`src/hdl/lpr_pkg.sv`:
```
package lpr_pkg;

  localparam int unsigned PageW  = 16;
  localparam int unsigned FaultW = 16;
  localparam int unsigned CfgW   = 4;

  localparam logic [CfgW-1:0]   CfgReset = 4'd4;
  localparam logic [FaultW-1:0] FaultMax = 16'hFFFF;

  typedef struct packed {
    logic [PageW-1:0] page_number;
    logic             last_reference;
  } req_t;

  typedef struct packed {
    logic              hit;
    logic              evicted_valid;
    logic [PageW-1:0]  evicted_page;
    logic [FaultW-1:0] fault_count;
    logic              run_done;
  } rsp_t;

  // Outcome of one lookup in the frame list.
  typedef struct packed {
    logic             hit;
    logic             evicted_valid;
    logic [PageW-1:0] evicted_page;
  } lookup_t;

endpackage

```
`src/hdl/lpr_frame_list.sv`:
```
module lpr_frame_list #(
  parameter int unsigned MAX_FRAMES = 8
) (
  input  logic                        clk_i,
  input  logic                        rst_ni,
  input  logic                        valid_i,
  input  lpr_pkg::req_t               req_i,
  input  logic [lpr_pkg::CfgW-1:0]    frames_in_use_i,
  output lpr_pkg::lookup_t            lookup_o
);

  localparam int unsigned CntW = $clog2(MAX_FRAMES + 1);
  localparam int unsigned IdxW = (MAX_FRAMES > 1) ? $clog2(MAX_FRAMES) : 1;
  localparam int unsigned CmpW = (CntW > lpr_pkg::CfgW) ? CntW : lpr_pkg::CfgW;
  localparam logic [CmpW-1:0] MaxCmp = CmpW'(MAX_FRAMES);

  logic [lpr_pkg::PageW-1:0] frames_q [MAX_FRAMES];
  logic [lpr_pkg::PageW-1:0] frames_d [MAX_FRAMES];
  logic [CntW-1:0]           count_q, count_d;

  logic [MAX_FRAMES-1:0] match;
  logic [CntW-1:0]       pos;
  logic [CntW-1:0]       shift_end;
  logic [CntW-1:0]       lim;
  logic [CmpW-1:0]       cfg_ext;
  logic                  full;
  logic [CntW-1:0]       tail;
  logic [IdxW-1:0]       tail_idx;

  // Effective frame limit: zero acts as one, large values clamp to the array.
  always_comb begin
    cfg_ext = CmpW'(frames_in_use_i);
    if (cfg_ext == '0) begin
      lim = CntW'(1);
    end else if (cfg_ext >= MaxCmp) begin
      lim = CntW'(MAX_FRAMES);
    end else begin
      lim = cfg_ext[CntW-1:0];
    end
  end

  // Compare every occupied slot at once; the lowest matching slot wins.
  always_comb begin
    pos = '0;
    for (int i = MAX_FRAMES - 1; i >= 0; i--) begin
      match[i] = (CntW'(i) < count_q) && (frames_q[i] == req_i.page_number);
      if (match[i]) begin
        pos = CntW'(i);
      end
    end
  end

  assign full     = (count_q >= lim);
  assign tail     = count_q - CntW'(1);
  assign tail_idx = tail[IdxW-1:0];

  always_comb begin
    lookup_o.hit           = |match;
    lookup_o.evicted_valid = 1'b0;
    lookup_o.evicted_page  = '0;
    count_d                = count_q;
    if (lookup_o.hit) begin
      shift_end = pos;
    end else if (full) begin
      shift_end              = tail;
      lookup_o.evicted_valid = 1'b1;
      lookup_o.evicted_page  = frames_q[tail_idx];
    end else begin
      shift_end = count_q;
      count_d   = count_q + CntW'(1);
    end
    if (req_i.last_reference) begin
      count_d = '0;
    end
  end

  // Slots up to the shift end move down by one; the new page goes to the front.
  always_comb begin
    frames_d[0] = req_i.page_number;
    for (int i = 1; i < MAX_FRAMES; i++) begin
      frames_d[i] = (CntW'(i) <= shift_end) ? frames_q[i-1] : frames_q[i];
    end
  end

  always_ff @(posedge clk_i) begin
    if (valid_i) begin
      for (int i = 0; i < MAX_FRAMES; i++) begin
        frames_q[i] <= frames_d[i];
      end
    end
  end

  always_ff @(posedge clk_i or negedge rst_ni) begin
    if (!rst_ni) begin
      count_q <= '0;
    end else if (valid_i) begin
      count_q <= count_d;
    end
  end

endmodule

```
`src/hdl/lpr_fault_counter.sv`:
```
module lpr_fault_counter (
  input  logic                        clk_i,
  input  logic                        rst_ni,
  input  logic                        valid_i,
  input  logic                        miss_i,
  input  logic                        clear_i,
  output logic [lpr_pkg::FaultW-1:0]  count_o
);

  logic [lpr_pkg::FaultW-1:0] faults_q, faults_d;

  // Count including the current beat, held at the maximum.
  always_comb begin
    count_o = faults_q;
    if (miss_i && (faults_q != lpr_pkg::FaultMax)) begin
      count_o = faults_q + lpr_pkg::FaultW'(1);
    end
    faults_d = clear_i ? '0 : count_o;
  end

  always_ff @(posedge clk_i or negedge rst_ni) begin
    if (!rst_ni) begin
      faults_q <= '0;
    end else if (valid_i) begin
      faults_q <= faults_d;
    end
  end

endmodule

```
`src/hdl/lru_page_replacement.sv`:
```
// The result of a reference passes the input register and then the result register
// before it reaches the ports; the receiver cannot stall it.
// Throughput: one reference per cycle; busy_o is never raised.
// The frame compare and reorder are combinational between the two registers.
// Reset clears the resident count, the fault counter and the pipeline valid bits,
// and sets the frame limit to four; frame contents are not cleared.
module lru_page_replacement #(
  parameter int unsigned MAX_FRAMES = 8
) (
  input  logic                        clk_i,
  input  logic                        rst_ni,
  // Command side.
  input  logic                        start_i,
  input  lpr_pkg::req_t               item_i,
  output logic                        busy_o,
  // Frame limit register.
  input  logic                        cfg_we_i,
  input  logic [lpr_pkg::CfgW-1:0]    cfg_wdata_i,
  // Result side, one strobe per beat.
  output logic                        result_valid_o,
  output lpr_pkg::rsp_t               result_o
);

  // The block never stalls the command side: each beat's state update is
  // finished in the cycle after it is captured, so the next beat can follow
  // directly behind it and already sees the updated frame list.
  assign busy_o = 1'b0;

  logic [lpr_pkg::CfgW-1:0] cfg_q;

  always_ff @(posedge clk_i or negedge rst_ni) begin
    if (!rst_ni) begin
      cfg_q <= lpr_pkg::CfgReset;
    end else if (cfg_we_i) begin
      cfg_q <= cfg_wdata_i;
    end
  end

  // Input register: one beat of command payload plus its valid bit.
  lpr_pkg::req_t req_q;
  logic          req_vld_q;

  always_ff @(posedge clk_i or negedge rst_ni) begin
    if (!rst_ni) begin
      req_vld_q <= 1'b0;
    end else begin
      req_vld_q <= start_i && !busy_o;
    end
  end

  always_ff @(posedge clk_i) begin
    if (start_i && !busy_o) begin
      req_q <= item_i;
    end
  end

  // Lookup, reorder and eviction over the resident frames.
  lpr_pkg::lookup_t lookup;

  lpr_frame_list #(
    .MAX_FRAMES(MAX_FRAMES)
  ) u_frame_list (
    .clk_i          (clk_i),
    .rst_ni         (rst_ni),
    .valid_i        (req_vld_q),
    .req_i          (req_q),
    .frames_in_use_i(cfg_q),
    .lookup_o       (lookup)
  );

  // Every miss counts as a fault; the run's last beat clears the counter
  // only after its own result has picked up the count.
  logic [lpr_pkg::FaultW-1:0] fault_count;

  lpr_fault_counter u_fault_counter (
    .clk_i  (clk_i),
    .rst_ni (rst_ni),
    .valid_i(req_vld_q),
    .miss_i (!lookup.hit),
    .clear_i(req_q.last_reference),
    .count_o(fault_count)
  );

  // Result register. The receiver cannot push back, so the strobe lasts
  // exactly one cycle per beat.
  lpr_pkg::rsp_t rsp_d, rsp_q;
  logic          rsp_vld_q;

  always_comb begin
    rsp_d.hit           = lookup.hit;
    rsp_d.evicted_valid = lookup.evicted_valid;
    rsp_d.evicted_page  = lookup.evicted_page;
    rsp_d.fault_count   = fault_count;
    rsp_d.run_done      = req_q.last_reference;
  end

  always_ff @(posedge clk_i or negedge rst_ni) begin
    if (!rst_ni) begin
      rsp_vld_q <= 1'b0;
    end else begin
      rsp_vld_q <= req_vld_q;
    end
  end

  always_ff @(posedge clk_i) begin
    if (req_vld_q) begin
      rsp_q <= rsp_d;
    end
  end

  assign result_valid_o = rsp_vld_q;
  assign result_o       = rsp_q;

endmodule

```
`config.mk`:
```
export PLATFORM = sky130hd
export DESIGN_NAME = lru_page_replacement
export DESIGN_NICKNAME = d
export VERILOG_FILES = /design/src/hdl/lpr_pkg.sv /design/src/hdl/lpr_frame_list.sv /design/src/hdl/lpr_fault_counter.sv /design/src/hdl/lru_page_replacement.sv
export SDC_FILE = /design/constraint.sdc
export NUM_CORES = 1
export LEC_CHECK = 0
export BUFFER_PORTS_ARGS = -buffer_cell sky130_fd_sc_hd__buf_4
export CELL_PAD_IN_SITES_DETAIL_PLACEMENT = 1
export CELL_PAD_IN_SITES_GLOBAL_PLACEMENT = 2
export CORE_UTILIZATION = 35
export CTS_CLUSTER_SIZE = 12
export DETAILED_ROUTE_END_ITERATION = 8
export PLACE_DENSITY_LB_ADDON = 0.05
export SLEW_MARGIN = 40
export SYNTH_ARGS = -nofsm -noshare
export SYNTH_HDL_FRONTEND = slang
export SYNTH_HIERARCHICAL = 1
export SYNTH_SLANG_ARGS = --single-unit
```
`constraint.sdc`:
```
create_clock -name clk_i -period 7.2 [get_ports clk_i]
set_input_delay 0.36 -clock clk_i [delete_from_list [all_inputs] [get_ports clk_i]]
set_output_delay 0.36 -clock clk_i [all_outputs]
set_load 0.1 [all_outputs]
```
==> impl_metrics.ini <==
[routing]
route.vias.total = 6269
post_drt_via_cell_ratio = 5.24
routedWlPerCell_um = 24.0
routed_wl_mm = 28.7
count_of_antenna_violating_nets_left_after_detailed_routing = 0
remaining_drc_errors = 0
drt_pre_antenna_iters = 4
detail_route.iter0.violations = 369

[clock_tree]
clk_latency_ps = 530
cts_max_path_buffers = 3
clock-root-buffer = sky130_fd_sc_hd__clkbuf_16
htreeDepth = 1
cts_repair_resize_count = 0
number_of_buffers_created_by_cts = 25
clkTransAtPathRegs_ps = 60
clock_tree_from_tritoncts = done
cts_num_sinks = 206

[job]
timing.max_cap.violations = 0

[die]
rows = 62
floorplan.die.width_um = 173
fp.dieArea_mm2 = 0.0300
core_mm2 = 0.0288
chipHeight_um = 173
ios = 62
initial_core_util_pct = 35.6

[logic_synthesis]
largest_cells_by_area_after_synthesis = sky130_fd_sc_hd__edfxtp_1 (53%), sky130_fd_sc_hd__mux4_2 (7.0%), sky130_fd_sc_hd__xor2_1 (6.6%)
dominant_register_cell_in_the_synthesized_netlist = sky130_fd_sc_hd__edfxtp_1
synth.most_common_cell = sky130_fd_sc_hd__edfxtp_1
post_synth_inst_count = 722
netlist.top_cell.by_area = sky130_fd_sc_hd__edfxtp_1
yosysWarningCount = 6
syn-num-nets = 755
syn-cell-area_mm2 = 0.0102
asyncSetResetFlopFracSynth_pct = 12.6
synth_edf_count = 180
postSynthAreaPerCell_um2 = 14.2
yosys.area.top_type_share_pct = 52.7
register_area_share_after_synthesis_pct = 59.1
yosys.cell_types.count = 77
synth.ff_latch_count = 206
yosys-top-cells-count = sky130_fd_sc_hd__edfxtp_1 (180), sky130_fd_sc_hd__xor2_1 (77), sky130_fd_sc_hd__xnor2_1 (71), sky130_fd_sc_hd__nand2_1 (57), sky130_fd_sc_hd__mux4_2 (32)

[global_route]
antenna_found_initial = 0
via_count_of_the_first_global_routing_pass = 6890
grt_pass1_wl_mm = 44.3
track_usage_pct = 19.6
grt-ovfl-total = 0
grt_max_degree = 54

[placement]
numPortBuffers = 60
gp_routability_congestion = 0.794
dp_hpwl_mm = 20.8
placed_area_mm2 = 0.0110
place_worst_setup_slack_ps = 2850

[timing]
tns_ps = 0
slew_violations = 0
timing_worst_slew_pin_value_ps = 719
clock.fmax_mhz = 231
postLayoutSetupSlackWorst_ps = 2870
timing_hold_violations_final = 0
skew_ps = 14.1
setup_viol = 0
timing.max_slew.rel_slack_pct = 52.0
post-route-min-period_ps = 4330
period_share_pct = 60.2
unrepaired_setup_endpoints_after_global_routing = no

[cells_and_area]
n_fill_cell = 2916
nets = 827
area.growth.synth_to_final_pct = 18.1
num_antenna_cells = 0
drive_gt1_share_pct = 23.2
final_cell_area_mm2 = 0.0121

[worst_setup_path]
slowest_delay_ps = 670
startpoint_type = flop
timing.rr.end = u_fault_counter/faults_q[13]$_DFFE_PN0P_
top_fanout_value_on_the_critical_path = 22
worstPathArrival_ps = 4800
critical_path_class = reg -> reg
cp-end-kind = flop
worst-r2r-cell-count = 14
worst-r2r-setup-slack_ps = 2870
crit_path_cell_trace = inv_1 > ha_4 > inv_1 > a21oi_1 > nor3_1 > and3_1 > or4b_4 > nor2_2 > inv_1 > inv_1 > nand4_1 > or4_4 > o41ai_2 > nand2b_1
cp_slowest_cell = sky130_fd_sc_hd__or4_4
timing.critical_path.required_ps = 7660
crit_path_frequent_cell = sky130_fd_sc_hd__inv_1
r2r_start = u_frame_list/count_q[0]$_DFFE_PN0P_

[hold_path]
hold-path-endpoint = cfg_q[2]$_DFFE_PN1P_
min-delay-path-class = in -> reg
holdPathStages = 2
holdCritStartpoint = cfg_wdata_i[2]

[power]
total_power_mw = 4.64
pwr_density_cell_mw_per_mm2 = 383
cellLeakagePower_nw = 4.31
ir_worst_vdd_uv = 203

[status]
run_status = finished, final reports clean
==> metal layers <==
layer,GRT usage [%],part of all wire [%]
met3,3.30,4.1
met4,4.83,2.1
met2,29.6,44
met1,29.4,50
met5,0,0
==> how the worst max path moves through the flow <==
stage | slack (ps) | startpoint | endpoint
2_1_floorplan | 2130 | u_frame_list/count_q[0]$_DFFE_PN0P_ | u_frame_list/frames_q[3][0]$_DFFE_PP_
3_3_place_gp | 2770 | u_frame_list/count_q[0]$_DFFE_PN0P_ | u_frame_list/frames_q[3][9]$_DFFE_PP_
3_5_place_dp | 2850 | u_frame_list/count_q[0]$_DFFE_PN0P_ | result_o[15]$_DFFE_PP_
4_1_cts | 2800 | u_frame_list/count_q[0]$_DFFE_PN0P_ | result_o[15]$_DFFE_PP_
5_1_grt | 2480 | u_frame_list/count_q[0]$_DFFE_PN0P_ | u_fault_counter/faults_q[13]$_DFFE_PN0P_
6_report | 2870 | u_frame_list/count_q[0]$_DFFE_PN0P_ | u_fault_counter/faults_q[13]$_DFFE_PN0P_
==> cell families (layout without fill, tap and decap cells) <==
kind of cell | after synthesis | after routing | synth area share [%]
buffers and inverters | 61 | 151 | 3.59
AND/OR/NAND/NOR | 185 | 185 | 10.2
flip-flops | 206 | 206 | 59.1
multiplexers | 39 | 39 | 7.79
XOR/XNOR | 148 | 148 | 12.6
AO/OA/AOI/OAI | 74 | 74 | 5.62
adder cells (fa/ha/maj) | 8 | 8 | 0.977
other | 1 | 1 | 0.0366
==> sequential cells by signal, summed over array words and instances (netlist names) <==
signal,count
u_frame_list/frames_q,128
result_o,35
req_q,17
u_fault_counter/faults_q,16
cfg_q,4
u_frame_list/count_q,4
req_vld_q,1
result_valid_o,1
==> critical path: cells and delay by family, from the launching register on <==
family	cells	cell delay [ps]
compound gates	2	430
buf+inv	4	640
fa+ha+maj	1	220
simple gates	7	2330
flops	1	660
==> through the flow <==
step	cells	hold slack [ps]	utilization, %
finish	1196	78.8	42.0
global route	1196	64.6	42.0
CTS	1196	55.2	42.0
detailed placement	1133	322	38.3
global placement	1131	314	38.1
floorplan	722	64.4	-
==> area by class of cell <==
| class | count | area, um^2 | share of cell area, % |
|---|---|---|---|
| Clock buffer | 35 | 713 | 5.89 |
| Clock inverter | 10 | 180 | 1.49 |
| Inverter | 19 | 71.3 | 0.589 |
| Multi-Input combinational cell | 455 | 3890 | 32.2 |
| Sequential cell | 206 | 6060 | 50.1 |
| Tap cell | 384 | 480 | 3.97 |
| Timing Repair Buffer | 87 | 702 | 5.80 |
==> where the power goes <==
group	leakage [nW]	internal (mW)	switching (mW)
Combinational	1.82	0.495	0.888
Sequential	2.05	1.63	0.251
Clock	0.436	0.867	0.501
Total	4.31	3.00	1.64
==> timing repair <==
item | 4_1_cts | 5_1_grt
setup buffers | 0 | 0
hold endpoints to repair | 42 | 0
hold buffers | 18 | 0
==> cell usage in the layout (no fill, tap or decap), drive strengths merged, types with 6 or more instances in the layout <==
cell type	count
a21oi	25
buf	69
clkbuf	35
dfrtp	25
dlygate4sd3	18
edfxtp	180
ha	8
inv	19
mux2	6
mux4	32
nand2	58
nand3	14
nand4	23
nor2	22
nor3	14
nor4	20
or3	6
xnor2	71
xor2	77
Power figures use the tool's default switching activity.
